[config.mk]
export PLATFORM = sky130hd
export DESIGN_NAME = xor_erasure_packet_decoder
export DESIGN_NICKNAME = d
export VERILOG_FILES = /design/src/hw/rtl/xep_pkg.sv /design/src/hw/rtl/xep_store.sv /design/src/hw/rtl/xep_intake.sv /design/src/hw/rtl/xep_seq.sv /design/src/hw/rtl/xor_erasure_packet_decoder.sv
export SDC_FILE = /design/constraint.sdc
export NUM_CORES = 1
export LEC_CHECK = 0
export BUFFER_PORTS_ARGS = -buffer_cell sky130_fd_sc_hd__buf_2
export CAP_MARGIN = 20
export CELL_PAD_IN_SITES_DETAIL_PLACEMENT = 0
export CELL_PAD_IN_SITES_GLOBAL_PLACEMENT = 1
export CORE_UTILIZATION = 37
export DETAILED_ROUTE_END_ITERATION = 7
export PLACE_DENSITY_LB_ADDON = 0.1
export SKIP_CTS_REPAIR_TIMING = 1
export SYNTH_ARGS = -nofsm -noshare
export SYNTH_HDL_FRONTEND = slang
export SYNTH_SLANG_ARGS = --single-unit
[constraint.sdc]
create_clock -name clk -period 9.6 [get_ports clk]
set_input_delay 1.92 -clock clk [delete_from_list [all_inputs] [get_ports clk]]
set_output_delay 1.92 -clock clk [all_outputs]
set_load 0.02 [all_outputs]
[src/hw/rtl/xep_pkg.sv]
// ---------------------------------------------------------------------------
// xep_pkg: shared types, constants and functions
// Types, store geometry and the rebuild plan for the XOR erasure decoder.
// ---------------------------------------------------------------------------
package xep_pkg;

	localparam int MAX_BLOCK_BYTES = 16;
	localparam int NUM_BLOCKS      = 4;
	localparam int IDX_W           = $clog2(MAX_BLOCK_BYTES);
	localparam int PKT_W           = $clog2(NUM_BLOCKS);
	localparam int ADDR_W          = PKT_W + IDX_W;
	localparam int LEN_W           = 5;
	localparam logic [LEN_W-1:0] LEN_RESET = LEN_W'(3);

	typedef struct packed {
		logic               we_data;
		logic               we_par;
		logic [ADDR_W-1:0]  addr;
		logic [7:0]         data;
	} st_wr_t;

	typedef struct packed {
		logic             go;
		logic             err;
		logic [PKT_W-1:0] pa;
		logic [PKT_W-1:0] pb;
	} launch_t;

	// One output block = data row src XOR optional parity rows of pa and pb
	typedef struct packed {
		logic [PKT_W-1:0] src;
		logic             use_pa;
		logic             use_pb;
	} plan_t;

	typedef plan_t [NUM_BLOCKS-1:0] plan_set_t;

	typedef enum logic [1:0] {
		SQ_IDLE,
		SQ_RD0,
		SQ_RD1,
		SQ_EMIT
	} sq_state_t;

	// parity of packet k covers blocks k+2 and k+3 (mod 4)
	function automatic logic [PKT_W-1:0] pair_a(input logic [PKT_W-1:0] k);
		return k + PKT_W'(2);
	endfunction

	function automatic logic [PKT_W-1:0] pair_b(input logic [PKT_W-1:0] k);
		return k + PKT_W'(3);
	endfunction

	function automatic logic [LEN_W-1:0] eff_len(input logic [LEN_W-1:0] len);
		if (len == '0)
			return LEN_W'(1);
		else if (len > LEN_W'(MAX_BLOCK_BYTES))
			return LEN_W'(MAX_BLOCK_BYTES);
		else
			return len;
	endfunction

	// symbolic rebuild: two passes over the two received packets
	function automatic plan_set_t rebuild_plan(input logic [PKT_W-1:0] pa,
	                                           input logic [PKT_W-1:0] pb);
		plan_set_t               p;
		logic [NUM_BLOCKS-1:0]   known;
		logic [PKT_W-1:0]        pk;
		logic [PKT_W-1:0]        x;
		logic [PKT_W-1:0]        y;
		logic [PKT_W-1:0]        s;
		logic [PKT_W-1:0]        d;
		logic                    hit;
		p = '0;
		known = '0;
		p[pa].src = pa;
		known[pa] = 1'b1;
		p[pb].src = pb;
		known[pb] = 1'b1;
		for (int pass = 0; pass < 2; pass++) begin
			for (int n = 0; n < 2; n++) begin
				pk  = (n == 0) ? pa : pb;
				x   = pair_a(pk);
				y   = pair_b(pk);
				hit = 1'b0;
				s   = x;
				d   = y;
				if (known[x] && !known[y]) begin
					hit = 1'b1;
				end else if (known[y] && !known[x]) begin
					hit = 1'b1;
					s   = y;
					d   = x;
				end
				if (hit) begin
					p[d] = p[s];
					if (n == 0)
						p[d].use_pa = ~p[s].use_pa;
					else
						p[d].use_pb = ~p[s].use_pb;
					known[d] = 1'b1;
				end
			end
		end
		return p;
	endfunction

endpackage

[src/hw/rtl/xep_store.sv]
// ---------------------------------------------------------------------------
// xep_store: data block and parity byte stores
// Two 64x8 memories, one write port each, registered read.
// ---------------------------------------------------------------------------
module xep_store import xep_pkg::*; (
	input  logic              clk,
	input  st_wr_t            wr,
	input  logic [ADDR_W-1:0] d_raddr,
	input  logic [ADDR_W-1:0] p_raddr,
	output logic [7:0]        d_rdata,
	output logic [7:0]        p_rdata
);

	localparam int DEPTH = NUM_BLOCKS * MAX_BLOCK_BYTES;

	logic [7:0] data_mem [DEPTH];
	logic [7:0] par_mem  [DEPTH];

	always_ff @(posedge clk) begin
		if (wr.we_data)
			data_mem[wr.addr] <= wr.data;
		d_rdata <= data_mem[d_raddr];
	end

	always_ff @(posedge clk) begin
		if (wr.we_par)
			par_mem[wr.addr] <= wr.data;
		p_rdata <= par_mem[p_raddr];
	end

endmodule

[src/hw/rtl/xep_intake.sv]
// ---------------------------------------------------------------------------
// xep_intake: byte intake and frame tracking
// Routes bytes to the stores and detects the second completed packet.
// ---------------------------------------------------------------------------
module xep_intake import xep_pkg::*; (
	input  logic             clk,
	input  logic             arst_n,
	input  logic             take,
	input  logic [LEN_W-1:0] len,
	input  logic             frame_start,
	input  logic [PKT_W-1:0] pkt_index,
	input  logic [4:0]       byte_pos,
	input  logic [7:0]       byte_value,
	output st_wr_t           wr,
	output launch_t          launch
);

	logic             got_first_q;
	logic             frame_done_q;
	logic [PKT_W-1:0] first_q;

	logic             done_eff;
	logic             got_eff;
	logic [5:0]       two_l;
	logic             act;
	logic             is_par;
	logic [4:0]       data_off;
	logic [IDX_W-1:0] idx;
	logic             complete;

	always_comb begin
		done_eff = frame_start ? 1'b0 : frame_done_q;
		got_eff  = frame_start ? 1'b0 : got_first_q;
		two_l    = {len, 1'b0};
		act      = take && !done_eff && ({1'b0, byte_pos} < two_l);
		is_par   = byte_pos < len;
		data_off = byte_pos - len;
		idx      = is_par ? byte_pos[IDX_W-1:0] : data_off[IDX_W-1:0];
		complete = act && ({1'b0, byte_pos} == two_l - 6'd1);

		wr.we_par  = act && is_par;
		wr.we_data = act && !is_par;
		wr.addr    = {pkt_index, idx};
		wr.data    = byte_value;

		launch.go  = complete && got_eff;
		launch.err = pkt_index == first_q;
		launch.pa  = first_q;
		launch.pb  = pkt_index;
	end

	always_ff @(posedge clk or negedge arst_n) begin
		if (!arst_n) begin
			got_first_q  <= 1'b0;
			frame_done_q <= 1'b0;
			first_q      <= '0;
		end else if (take) begin
			frame_done_q <= done_eff || (complete && got_eff);
			got_first_q  <= got_eff || complete;
			if (complete && !got_eff)
				first_q <= pkt_index;
		end
	end

endmodule

[src/hw/rtl/xep_seq.sv]
// ---------------------------------------------------------------------------
// xep_seq: rebuild sequencer
// Steps through all output bytes, XOR-accumulating store reads.
// ---------------------------------------------------------------------------
module xep_seq import xep_pkg::*; (
	input  logic              clk,
	input  logic              arst_n,
	input  launch_t           launch,
	input  logic [LEN_W-1:0]  len,
	input  logic [7:0]        d_rdata,
	input  logic [7:0]        p_rdata,
	output logic [ADDR_W-1:0] d_raddr,
	output logic [ADDR_W-1:0] p_raddr,
	output logic              busy,
	output logic              out_strobe,
	output logic [7:0]        out_byte,
	output logic [5:0]        out_pos,
	output logic              out_last,
	output logic              status
);

	sq_state_t        state_q;
	sq_state_t        state_d;
	plan_set_t        plan_q;
	logic [PKT_W-1:0] pa_q;
	logic [PKT_W-1:0] pb_q;
	logic [PKT_W-1:0] blk_q;
	logic [IDX_W-1:0] byte_q;
	logic [5:0]       k_q;
	logic [7:0]       acc_q;
	logic             strobe_q;
	logic [7:0]       byte_out_q;
	logic [5:0]       pos_q;
	logic             last_q;
	logic             status_q;

	logic             blk_end;
	logic             burst_end;
	logic [LEN_W-1:0] len_m1;

	assign len_m1    = len - LEN_W'(1);
	assign blk_end   = byte_q == len_m1[IDX_W-1:0];
	assign burst_end = blk_end && (blk_q == PKT_W'(NUM_BLOCKS - 1));

	always_ff @(posedge clk or negedge arst_n) begin
		if (!arst_n)
			state_q <= SQ_IDLE;
		else
			state_q <= state_d;
	end

	always_comb begin
		state_d = state_q;
		d_raddr = {plan_q[blk_q].src, byte_q};
		p_raddr = {pa_q, byte_q};
		unique case (state_q)
			SQ_IDLE: begin
				if (launch.go && !launch.err)
					state_d = SQ_RD0;
			end
			SQ_RD0: begin
				state_d = SQ_RD1;
			end
			SQ_RD1: begin
				p_raddr = {pb_q, byte_q};
				state_d = SQ_EMIT;
			end
			SQ_EMIT: begin
				state_d = burst_end ? SQ_IDLE : SQ_RD0;
			end
			default: state_d = SQ_IDLE;
		endcase
	end

	assign busy = state_q != SQ_IDLE;

	always_ff @(posedge clk or negedge arst_n) begin
		if (!arst_n)
			strobe_q <= 1'b0;
		else
			strobe_q <= (state_q == SQ_EMIT) || (state_q == SQ_IDLE && launch.go && launch.err);
	end

	always_ff @(posedge clk) begin
		case (state_q)
			SQ_IDLE: begin
				if (launch.go) begin
					plan_q     <= rebuild_plan(launch.pa, launch.pb);
					pa_q       <= launch.pa;
					pb_q       <= launch.pb;
					blk_q      <= '0;
					byte_q     <= '0;
					k_q        <= '0;
					byte_out_q <= '0;
					pos_q      <= '0;
					last_q     <= 1'b1;
					status_q   <= 1'b1;
				end
			end
			SQ_RD1: begin
				acc_q <= d_rdata ^ (plan_q[blk_q].use_pa ? p_rdata : 8'h00);
			end
			SQ_EMIT: begin
				byte_out_q <= acc_q ^ (plan_q[blk_q].use_pb ? p_rdata : 8'h00);
				pos_q      <= k_q;
				last_q     <= burst_end;
				status_q   <= 1'b0;
				k_q        <= k_q + 6'd1;
				if (blk_end) begin
					byte_q <= '0;
					blk_q  <= blk_q + PKT_W'(1);
				end else begin
					byte_q <= byte_q + IDX_W'(1);
				end
			end
			default: ;
		endcase
	end

	assign out_strobe = strobe_q;
	assign out_byte   = byte_out_q;
	assign out_pos    = pos_q;
	assign out_last   = last_q;
	assign status     = status_q;

endmodule

[src/hw/rtl/xor_erasure_packet_decoder.sv]
// ---------------------------------------------------------------------------
// xor_erasure_packet_decoder: XOR parity erasure decoder, four data blocks
// Recovers a packet of 4*L bytes from any two distinct encoded packets.
// ---------------------------------------------------------------------------
// A byte request is taken on a clock edge with start high and busy low; while
// idle the block takes one byte per cycle. Parity bytes (position below L) and
// data bytes (L..2L-1) are written into two 64x8 stores addressed by packet
// index and byte offset. A packet completes on its byte at position 2L-1.
// When a second packet with another index completes, busy rises for the
// rebuild burst: a small sequencer walks the 4L output bytes, and for each
// one issues a data-store and parity-store read, then a second parity read,
// XOR-accumulating through one shared datapath; busy stays high through the
// burst. Results appear the cycle after each sequencer emit, on out_strobe
// for exactly one cycle; the receiver cannot stall, so it must take every
// strobe. The final byte carries out_last. A second completion of the same
// index instead gives a single error result (status 1, out_last 1, zero byte
// and position) with no busy period. After either, bytes are dropped until
// a request with frame_start. block_len is written by cfg_we/cfg_data; the
// user must write it only while idle, the block itself does not enforce
// this. 0 acts as 1 and values above 16 act as 16. Stores have no reset: a
// rebuild that reads bytes never received returns unspecified values.
// ---------------------------------------------------------------------------
module xor_erasure_packet_decoder import xep_pkg::*; (
	input  logic             clk,
	input  logic             arst_n,
	input  logic             start,
	output logic             busy,
	input  logic             cfg_we,
	input  logic [LEN_W-1:0] cfg_data,
	input  logic             frame_start,
	input  logic [PKT_W-1:0] pkt_index,
	input  logic [4:0]       byte_pos,
	input  logic [7:0]       byte_value,
	output logic             out_strobe,
	output logic [7:0]       out_byte,
	output logic [5:0]       out_pos,
	output logic             out_last,
	output logic             status
);

	logic [LEN_W-1:0]  block_len_q;
	logic [LEN_W-1:0]  len;
	logic              take;
	st_wr_t            wr;
	launch_t           launch;
	logic [ADDR_W-1:0] d_raddr;
	logic [ADDR_W-1:0] p_raddr;
	logic [7:0]        d_rdata;
	logic [7:0]        p_rdata;

	// configuration register, clamped on use
	always_ff @(posedge clk or negedge arst_n) begin
		if (!arst_n)
			block_len_q <= LEN_RESET;
		else if (cfg_we)
			block_len_q <= cfg_data;
	end

	assign len  = eff_len(block_len_q);
	assign take = start && !busy;

	xep_intake u_intake (
		.clk         (clk),
		.arst_n      (arst_n),
		.take        (take),
		.len         (len),
		.frame_start (frame_start),
		.pkt_index   (pkt_index),
		.byte_pos    (byte_pos),
		.byte_value  (byte_value),
		.wr          (wr),
		.launch      (launch)
	);

	xep_store u_store (
		.clk     (clk),
		.wr      (wr),
		.d_raddr (d_raddr),
		.p_raddr (p_raddr),
		.d_rdata (d_rdata),
		.p_rdata (p_rdata)
	);

	// shared read/XOR sequencer
	xep_seq u_seq (
		.clk        (clk),
		.arst_n     (arst_n),
		.launch     (launch),
		.len        (len),
		.d_rdata    (d_rdata),
		.p_rdata    (p_rdata),
		.d_raddr    (d_raddr),
		.p_raddr    (p_raddr),
		.busy       (busy),
		.out_strobe (out_strobe),
		.out_byte   (out_byte),
		.out_pos    (out_pos),
		.out_last   (out_last),
		.status     (status)
	);

	// error result is a lone zero record
	a_err_shape: assert property (@(posedge clk) disable iff (!arst_n)
		out_strobe && status |-> out_last && out_byte == 8'h00 && out_pos == 6'd0)
		else $error("error result malformed");

	// the sequencer is back to idle when the last byte is shown
	a_last_idle: assert property (@(posedge clk) disable iff (!arst_n)
		out_strobe && out_last |-> !busy)
		else $error("busy after last result");

	// mid-burst results only while the sequencer runs
	a_mid_busy: assert property (@(posedge clk) disable iff (!arst_n)
		out_strobe && !out_last |-> busy)
		else $error("result outside burst");

	// positions climb by one within a burst
	a_pos_step: assert property (@(posedge clk) disable iff (!arst_n)
		out_strobe && !status && out_pos != 6'd0 |->
			out_pos == $past(out_pos, 3) + 6'd1)
		else $error("position skipped");

endmodule

== Word-level counts from Yosys, hierarchy flattened ==
Memory sizes are Yosys's and may differ from the RTL's. A register that Yosys moved wholly into a read port is not among the register bits.
Cells that the tools add are included.

* Register bits after elaboration: 68
* Memory bits (writable): 1024
* Bits of input ports: 25
* Output and inout bits: 18
* Word-level logic and storage cells: 304
* Memories: 2

{| class="wikitable"
|+ Memory list
! name !! words !! width !! read ports !! clocked after Yosys merged registers in !! wr ports !! line !! RTL
|-
| u_store.data_mem || 64 || 8 || 1 || 1 || 1 || xep_store.sv:16 || <nowiki>logic [7:0] data_mem [DEPTH];</nowiki>
|-
| u_store.par_mem || 64 || 8 || 1 || 1 || 1 || xep_store.sv:17 || <nowiki>logic [7:0] par_mem [DEPTH];</nowiki>
|}

* Add/sub/neg operators: 10
* Order comparisons: 24
* Eq/ne operators: 10
* Multiplexer cells: 169
* Bitwise gates (word level): 11
* Reductions and logical operators: 50

{| class="wikitable"
|+ Operator list
! operator !! number
|-
| $mux 16 || 10
|-
| $bwmux 16 || 9
|-
| $mux 4 || 23
|-
| $demux 4 s2 || 10
|-
| $mux 2 || 39
|-
| $bmux 4 s2 || 9
|-
| $lt 2x3->1 const B || 15
|-
| $mux 1 || 41
|-
| $logic_and 1x1->1 || 26
|-
| $mux 8 || 3
|-
| $pmux 6 s2 || 2
|-
| $and 16x16->16 || 1
|-
| $bmux 1 s2 || 8
|-
| $or 4x4->4 || 4
|-
| $pmux 8 s2 || 1
|-
| $xor 8x8->8 || 2
|-
| $logic_not 1->1 || 13
|-
| $ge 2x1->1 const B || 6
|-
| $mux 6 || 2
|-
| $demux 1 s2 || 5
|-
| $mux 5 || 2
|-
| $add 2x2->2 const B || 4
|-
| $pmux 2 s4 || 1
|-
| $pmux 4 s2 || 1
|-
| 24 further kinds || 37
|}

== Depth between registers and ports, before layout ==
Gate-level depths: netlist of the first run.

* Word-level depth: 71
* Gate-level depth with buffers: 35
* Gate-level depth less buffers: 29

== Cells and area by module ==
From an unflattened synthesis of the first run, not the netlist that was laid out.

* Cells, all modules: 2458
* Area, all modules: 45782.7 sq um

{| class="wikitable"
|+ Modules (own cells, without submodules)
! module !! times used !! cells an instance !! area an instance (sq um) !! seq. area each (sq um)
|-
| xep_store || 1 || 1849 || 39954.6 || 31069.8
|-
| xep_seq || 1 || 511 || 4922.2 || 1756.7
|-
| xep_intake || 1 || 79 || 680.7 || 100.1
|-
| xor_erasure_packet_decoder || 1 || 19 || 225.2 || 127.6
|}

== Worst setup path before layout of the first run ==
OpenSTA, ideal clock, no wires.

* Kind: input to register
* Start: input port pkt_index[1]
* End: register u_seq.plan_q[7] in the netlist's numbering, data pin
* Setup time: 0.260 ns
* Data arrival time: 8.187 ns
* Required time: 9.340 ns
* Slack: 1.153 ns
* Cell stages on the path: 31
* Buffers on the path: 6
* Cells stage by stage: buf_2 inv_2 ha_1 clkbuf_1 nor2_1 mux4_2 ha_1 nand2b_1 buf_6 a31oi_2 o221ai_1 o21a_1 buf_4 nand2b_1 o32a_1 ha_1 nor2b_1 clkbuf_1 a31oi_1 nor2_1 or3_1 mux4_2 inv_1 ha_1 nor2b_1 nand2_1 o21ai_0 clkbuf_1 a21oi_1 a32o_1 mux2_2

* Cells in the longest elaborated chain, start to end: 68
* Elaborated cells between the ends (all ways): 159
* Those cells by class: add/sub: 2; order compare: 10; mux: 122; bitwise: 4; reduce/logical: 21

{| class="wikitable"
|+ Ends and longest elaborated chain
! element !! line !! RTL
|-
| from (decl) || xor_erasure_packet_decoder.sv:31 || <nowiki>input logic [PKT_W-1:0] pkt_index,</nowiki>
|-
| $lt 2x3->1 (implied by the code) / $ge 2x1->1 (equally long branches) || xep_pkg.sv:78, xep_pkg.sv:79 ||
|-
| $logic_and 1x1->1 (implied by the code) || xep_pkg.sv:78, xep_pkg.sv:79 ||
|-
| $mux 1 (implied by the code) || xep_pkg.sv:79 || <nowiki>known[pb] = 1'b1;</nowiki>
|-
| $demux 1 s2 || -- ||
|-
| $or 4x4->4 (no source line) || -- ||
|-
| $bmux 1 s2 || xep_pkg.sv:88, xep_pkg.sv:90 ||
|-
| $mux 1 (implied by the code) || xep_pkg.sv:88, xep_pkg.sv:90 ||
|-
| $logic_not 1->1 || xep_pkg.sv:90 || <nowiki>end else if (known[y] && !known[x]) begin</nowiki>
|-
| [... 52 more ...] || -- ||
|-
| $mux 2 || xep_seq.sv:85 || <nowiki>case (state_q)</nowiki>
|-
| $lt 2x3->1 (implied by the code) / $ge 2x1->1 (equally long branches) || xep_pkg.sv:96 || <nowiki>p[d] = p[s];</nowiki>
|-
| $logic_and 1x1->1 (implied by the code) || xep_pkg.sv:96 ||
|-
| $mux 4 (implied by the code) || xep_pkg.sv:96 ||
|-
| $demux 4 s2 || -- ||
|-
| $bwmux 16 || xep_pkg.sv:96 ||
|-
| $bwmux 16 || xep_pkg.sv:100 || <nowiki>p[d].use_pb = ~p[s].use_pb;</nowiki>
|-
| $mux 16 * || xep_pkg.sv:95 || <nowiki>if (hit) begin</nowiki>
|-
| to (signal assigned) || xep_seq.sv:88 || <nowiki>plan_q <= rebuild_plan(launch.pa, launch.pb);</nowiki>
|-
| to (decl) || xep_seq.sv:24 || <nowiki>plan_set_t plan_q;</nowiki>
|}

Mark *: on every way between the ends. The rest lies on a longest branch, timed or not. The select of a mux whose other input is x is not followed.
A chain may end at the register's enable or synchronous reset.

== Final worst setup path of the first run ==
* Start: input port pkt_index[0]
* End: register u_seq.plan_q[14] in the netlist's numbering, data pin

The elaborated chain is that of the path after synthesis.

==> reports/results.tsv, run 1 <==
stage	metric	value	unit
synth	Synthesis Warnings	0	
route	wire length per cell	28.7	um
timing	highest clock rate	118	MHz
route	Detail Route Antenna Nets	0	
synth	top_reg_cell synth	edfxtp_1	
worst_setup_path	Buf+Inv Stages, Crit Path	6	
layout	layout cell share with drive strength beyond 1	0.256	
route	total vias in the final route	22000	
worst_setup_path	WP data arrival	8940	ps
route	highest routed layer	met4	
synth	Mapped Cells	2259	
layout	# diodes	0	
worst_setup_path	Setup CP Type	in2reg	
power_and_ir_drop	Logic pwr share	0.292	
route	vias per cell	5.42	
timing	period utilization	0.886	
worst_setup_path	r2r setup slk	1450	ps
hold_path	hold depth	2	
worst_setup_path	worst reg2reg endpoint	u_seq.plan_q[14]	
worst_setup_path	family with the most delay on the worst path	simple AND/OR/NAND/NOR gates	
worst_setup_path	critical path peak fanout	13	
synth	synthesis-stage register bit count	1108	
timing	Final TNS setup	0	ps
timing	final hold violation count	0	
cts	TritonCTS clock tree	done	
synth	synth unique cells	73	
timing	fin crit period	8500	ps
timing	worst hold slack	469	ps
cts	clk_lat worst skew	730	ps
power_and_ir_drop	Worst VDD drop	0.170	mV
grt	largest net degree at the start of global routing	140	
place	dpl hpwl	71200	um
timing	slew of the pin with the lowest slew margin	1110	ps
place	IO buf count	42	
power_and_ir_drop	Seq pwr share	0.392	
route	drt pass-1 iters	5	
route	Starting DRT DRC Count	1888	
synth	sequential-to-total area share from yosys stat	0.730	
power_and_ir_drop	Int Pwr	9.86	mW
cts	Max H-tree Level	3	
power_and_ir_drop	leak pwr	16.0	nW
timing	Final setup viols	0	
hold_path	Worst Hold Endpoint	u_intake.got_first_q	
grt	grt ovf	0	
synth	Async SR Flop Fraction	0.0108	
worst_setup_path	type of origin of the critical path	primary input	
floorplanning	Core Area	121000	um2
floorplanning	Die H	352	um
synth	post-synthesis cell area	45300	um2
worst_setup_path	Worst EP required	10040	ps
synth	Synth Area per Inst	20.0	um2
layout	Area Overhead vs Synth	13.2	%
power_and_ir_drop	Power Dens Cells	278	nW/um2
run_status	status	finished, final reports clean	
synth	Syn Nets	2319	
worst_setup_path	Worst path most repeated cell	ha_1	
layout	most frequent cells in the layout	edfxtp_1, mux4_2, nor2_1, clkbuf_16, nand2_1	
route	met3 wire len	4760	um
cts	Sink Count	1108	
synth	number of synthesized flops with an enable pin	1080	
worst_setup_path	critical path endpoint category	flip-flop	
worst_setup_path	Stages on worst setup path	31	
route	Met1 Wirelength	52100	um
timing	Layout Skew	32.3	ps
hold_path	hold_sp	u_intake.got_first_q	
floorplanning	I/O Pins	43	
worst_setup_path	R2R cell count	28	
timing	Slew Viols, Final	0	
worst_setup_path	R2R Path Start	u_intake.first_q[1]	
grt	vias in the first global route	22800	
layout	fin nets	2405	
timing	Rel. slew slack	0.254	
floorplanning	FP Rows	127	
run	max cap viols	0	
floorplanning	die span in x	352	um
cts	clk root buf	clkbuf_16	
power_and_ir_drop	Switching Power	4.38	mW
cts	Max Root-Sink Buffers	3	
grt	first-pass GRT wire length	169000	um
route	WL met2	57400	um
power_and_ir_drop	switching part of the total	0.308	
grt	antenna violations before repair	3	
floorplanning	DIE AREA	124000	um2
place	placer congestion estimate	0.811	
route	drt drc	0	
layout	commonest non-fill, non-tap cell in the layout	edfxtp_1	
hold_path	Worst Hold Class	reg2reg	
power_and_ir_drop	clock network fraction of total power	0.316	
cts	CTS buffer count	119	
cts	clock slew seen by the registers of the worst setup and hold paths	60	ps
worst_setup_path	slowest stage cell, crit path	mux4_2	
worst_setup_path	Worst path max stage delay	520	ps
grt	gr usage total	0.192	
floorplanning	initial core utilization	0.376	
layout	Filler Cell Count	10500	
route	detailed-route wire length	117000	um
timing	RSZ-0062 raised after global routing	no	
==> kinds of logic (layout without fill, tap and decap cells) <==
logic type / count (synthesis) / in the layout / share of synthesized area
flops: 1108 / 1108 / 0.730
mux: 392 / 392 / 0.179
simple gates: 382 / 382 / 0.0373
compound gates: 163 / 163 / 0.0240
buf+inv: 144 / 333 / 0.0133
fa+ha+maj: 35 / 35 / 0.00983
xor+xnor: 35 / 35 / 0.00693
==> metrics by stage <==
| stage | setup WS (ps) | std cells | instance area [um2] | utilization | power, mW |
|---|---|---|---|---|---|
| 2_1_floorplan | 1150 | 2259 | 45300 | - | 8.47 |
| 3_3_place_gp | 629 | 3833 | 47400 | 0.393 | 9.92 |
| 3_5_place_dp | 463 | 3835 | 47400 | 0.393 | 9.93 |
| 4_1_cts | 1210 | 4059 | 51200 | 0.425 | 14.5 |
| 5_1_grt | 509 | 4060 | 51300 | 0.425 | 14.9 |
| 6_report | 1100 | 4060 | 51300 | 0.425 | 14.2 |
==> power by group through the flow <==
stage	logic [mW]	clock network, mW	registers, mW
2_1_floorplan	2.77	0	5.69
3_3_place_gp	4.24	0	5.69
3_5_place_dp	4.24	0	5.69
4_1_cts	4.25	4.61	5.59
5_1_grt	4.47	4.79	5.60
6_report	4.15	4.51	5.58
==> area by class of cell <==
class | instances | area [um2] | area share
timing repair buffer | 83 | 616 | 0.0120
multi-input combinational | 1007 | 11700 | 0.227
inverter | 26 | 97.6 | 0.00190
clock inverter | 59 | 573 | 0.0112
clock buffer | 165 | 3260 | 0.0636
sequential | 1108 | 33100 | 0.645
tap | 1612 | 2020 | 0.0393
==> worst reg2reg max path: cells and delay by family (launching register included) <==
kind / cells / cell delay [ps]
and+or+nand+nor: 9 / 2210
muxes: 3 / 1560
AOI/OAI and AO/OA: 6 / 1340
adders and majority gates: 4 / 1260
buffers and inverters: 6 / 1210
DFF: 1 / 320
==> registers in the layout (all words and copies together) (netlist names), 4 cells and up <==
| register | cells |
|---|---|
| u_seq.acc_q | 8 |
| u_store.par_mem | 512 |
| u_seq.out_pos | 6 |
| u_store.p_rdata | 8 |
| u_store.d_rdata | 8 |
| u_seq.k_q | 6 |
| block_len_q | 5 |
| u_seq.plan_q | 16 |
| u_seq.byte_q | 4 |
| u_seq.out_byte | 8 |
| u_store.data_mem | 512 |
==> synthesized netlist by cell type, drive strengths merged (8+ instances only) <==
| cell type | count | share of area |
|---|---|---|
| nand2 | 98 | 0.0081 |
| dfrtp | 10 | 0.0055 |
| ha | 34 | 0.0094 |
| or2 | 12 | 0.0017 |
| nor2b | 16 | 0.0022 |
| clkbuf | 62 | 0.0051 |
| nor2 | 181 | 0.015 |
| mux2 | 16 | 0.0041 |
| inv | 25 | 0.0021 |
| o21ai | 42 | 0.0047 |
| and2 | 12 | 0.0017 |
| a31oi | 8 | 0.0020 |
| nor3 | 17 | 0.0019 |
| xnor2 | 17 | 0.0033 |
| xor2 | 18 | 0.0036 |
| a211oi | 14 | 0.0023 |
| a21oi | 46 | 0.0051 |
| buf | 56 | 0.0060 |
| mux4 | 330 | 0.16 |
| nand3 | 17 | 0.0019 |
| dfxtp | 16 | 0.0071 |
| mux2i | 46 | 0.011 |
| edfxtp | 1080 | 0.72 |
==> how the worst max path moves through the flow <==
stage                       from               end  slack, ps
floorplan           pkt_index[1]   u_seq.plan_q[7]       1150
global placement    pkt_index[0]   u_seq.plan_q[7]        630
detailed placement  pkt_index[0]  u_seq.plan_q[14]        460
CTS                 pkt_index[0]  u_seq.plan_q[14]       1210
global route        pkt_index[0]  u_seq.plan_q[14]        510
finish              pkt_index[0]  u_seq.plan_q[14]       1100
==> metal layers <==
metal | vias to the layer above | track usage
met2 | 537 | 0.316
met1 | 11900 | 0.271
met5 | - | 0
li1 | 9468 | -
met3 | 142 | 0.0262
met4 | 0 | 0.0445
Note: power is estimated with default switching activity, not from simulation.
==> run 2: changes to the inputs <==
Settings changed: CORE_MARGIN from default to 10.
==> run 2 against run 1 <==
Against the previous run:
- power is essentially flat
- hold slack is essentially flat
- sequential power barely moved
- critical endpoint unchanged
==> reports/results.tsv, run 2 (synthesis results as in run 1) <==
stage	metric	value	unit	change
worst_setup_path	critical path peak fanout	21		+8
worst_setup_path	Worst path max stage delay	880	ps	+360 ps
timing	Rel. slew slack	0.275		+0.0209
cts	CTS buffer count	117		-1.7%
worst_setup_path	WP data arrival	9110	ps	+170 ps
timing	Layout Skew	18.9	ps	-13.4 ps
worst_setup_path	Setup CP Type	reg2reg		
layout	commonest non-fill, non-tap cell in the layout	edfxtp_1		
cts	TritonCTS clock tree	done		
route	vias per cell	5.42		about the same
worst_setup_path	Stages on worst setup path	30		-3.2%
run_status	status	finished, final reports clean		
power_and_ir_drop	Worst VDD drop	0.206	mV	+21%
timing	final hold violation count	0		unchanged
route	detailed-route wire length	115000	um	-1.3%
timing	highest clock rate	115	MHz	-1.9%
timing	Final setup viols	0		unchanged
grt	gr usage total	0.167		-0.0249
worst_setup_path	Buf+Inv Stages, Crit Path	7		+1
route	drt pass-1 iters	5		unchanged
cts	Sink Count	1108		unchanged
power_and_ir_drop	Power Dens Cells	278	nW/um2	+0.14%
timing	worst hold slack	469	ps	-0.488 ps
floorplanning	die span in x	370	um	+5.1%
floorplanning	Die H	370	um	+5.1%
worst_setup_path	R2R Path Start	u_intake.first_q[1]		
worst_setup_path	Worst EP required	10040	ps	about the same
worst_setup_path	type of origin of the critical path	flip-flop		
grt	antenna violations before repair	1		-2
floorplanning	FP Rows	128		+0.79%
layout	Area Overhead vs Synth	13.1	%	
floorplanning	Core Area	122000	um2	+0.92%
grt	largest net degree at the start of global routing	115		-18%
timing	Final TNS setup	0	ps	unchanged
timing	RSZ-0062 raised after global routing	no		
cts	clock slew seen by the registers of the worst setup and hold paths	60	ps	about the same
timing	Slew Viols, Final	0		unchanged
cts	clk root buf	clkbuf_16		
worst_setup_path	critical path endpoint category	flip-flop		
worst_setup_path	crit path to	u_seq.plan_q[14]		
power_and_ir_drop	leak pwr	16.0	nW	-0.19%
place	placer congestion estimate	0.799		-1.4%
layout	layout cell share with drive strength beyond 1	0.255		-0.000905
cts	Max H-tree Level	3		unchanged
layout	most frequent cells in the layout	edfxtp_1, mux4_2, nor2_1, clkbuf_16, nand2_1		
route	Detail Route Antenna Nets	0		unchanged
floorplanning	I/O Pins	43		unchanged
run	max cap viols	0		unchanged
route	wire length per cell	28.3	um	-1.4%
route	total vias in the final route	22000		+0.15%
worst_setup_path	family with the most delay on the worst path	simple AND/OR/NAND/NOR gates		
timing	slew of the pin with the lowest slew margin	1090	ps	-27.2 ps
layout	# diodes	0		unchanged
route	Starting DRT DRC Count	1942		+2.9%
layout	Top Registers	u_store.data_mem (512), u_store.par_mem (512), u_seq.plan_q (16)		
cts	clk_lat worst skew	700	ps	-30 ps
layout	Filler Cell Count	10800		+2.6%
layout	fin nets	2400		-0.21%
grt	grt ovf	0		unchanged
hold_path	hold_sp	u_intake.got_first_q		
worst_setup_path	worst reg2reg endpoint	u_seq.plan_q[14]		
place	dpl hpwl	71200	um	about the same
route	drt drc	0		unchanged
grt	first-pass GRT wire length	167000	um	-1.3%
timing	period utilization	0.903		+0.0176
cts	Max Root-Sink Buffers	3		unchanged
worst_setup_path	r2r setup slk	930	ps	-520 ps
worst_setup_path	R2R cell count	30		+7.1%
grt	vias in the first global route	22800		-0.11%
floorplanning	initial core utilization	0.372		-0.00342
worst_setup_path	Setup crit start	u_intake.first_q[1]		
floorplanning	DIE AREA	137000	um2	+10%
timing	fin crit period	8670	ps	+169 ps
hold_path	Worst Hold Class	reg2reg		
place	IO buf count	42		unchanged
worst_setup_path	slowest stage cell, crit path	dfrtp_1		
run 2: changes by cell type in the layout (fill, tap and decap cells not counted), sizes merged:
cell,previous run,this run
clkinv,43,57
buf,83,80
clkbuf,165,145
clkinvlp,2,1
bufinv,9,13
inv,31,30
run 2: worst min-delay path by stage:
stage / endpoint / cells after the start / slack, ps
after CTS: u_intake.got_first_q / 2 / 470
after detailed placement: u_intake.got_first_q / 2 / 460
after global routing: u_intake.got_first_q / 2 / 510
after global placement: u_intake.got_first_q / 2 / 460
final: u_intake.got_first_q / 2 / 470
after floorplan: u_intake.got_first_q / 2 / 440
run 2: layout make-up:
class / count / area (um2) / share of cell area
timing repair buffer: 80 / 561 / 0.0109
clock inverter: 75 / 742 / 0.0145
clock buffer: 145 / 3060 / 0.0598
sequential: 1108 / 33100 / 0.645
multi-input combinational: 1007 / 11700 / 0.228
inverter: 26 / 97.6 / 0.00191
tap: 1625 / 2030 / 0.0397
run 2: metrics by stage:
stage | setup slack, ps | std cells | util | instance area, um2 | power, mW
detailed placement | 564 | 3845 | 0.389 | 47400 | 9.93
global placement | 627 | 3845 | 0.389 | 47400 | 9.91
CTS | 1010 | 4065 | 0.421 | 51200 | 14.4
floorplan | 1150 | 2259 | - | 45300 | 8.47
global route | 445 | 4066 | 0.421 | 51200 | 14.8
finish | 928 | 4066 | 0.421 | 51200 | 14.2
run 2: routing by layer:
layer  share of wire  wire length [um]  global-route usage
met3           0.045              5170              0.0228
met5               0                 0                   0
met4           0.030              3450              0.0553
met1            0.44             51100               0.232
met2            0.48             55400               0.271
run 2: worst reg2reg max path: cells and delay by family (launching register included):
family	cells	cell delay, ps
DFF	1	880
AOI/OAI and AO/OA	7	1380
muxes	2	1010
buffers and inverters	7	1510
and+or+nand+nor	10	2270
adders and majority gates	4	1350
run 2: power breakdown:
group / leakage (nW) / internal, mW / total, mW / switching, mW
sequential: 10.0 / 5.50 / 5.58 / 0.0760
clock: 1.86 / 2.61 / 4.48 / 1.87
combinational: 4.13 / 1.74 / 4.19 / 2.45
total: 16.0 / 9.86 / 14.2 / 4.39
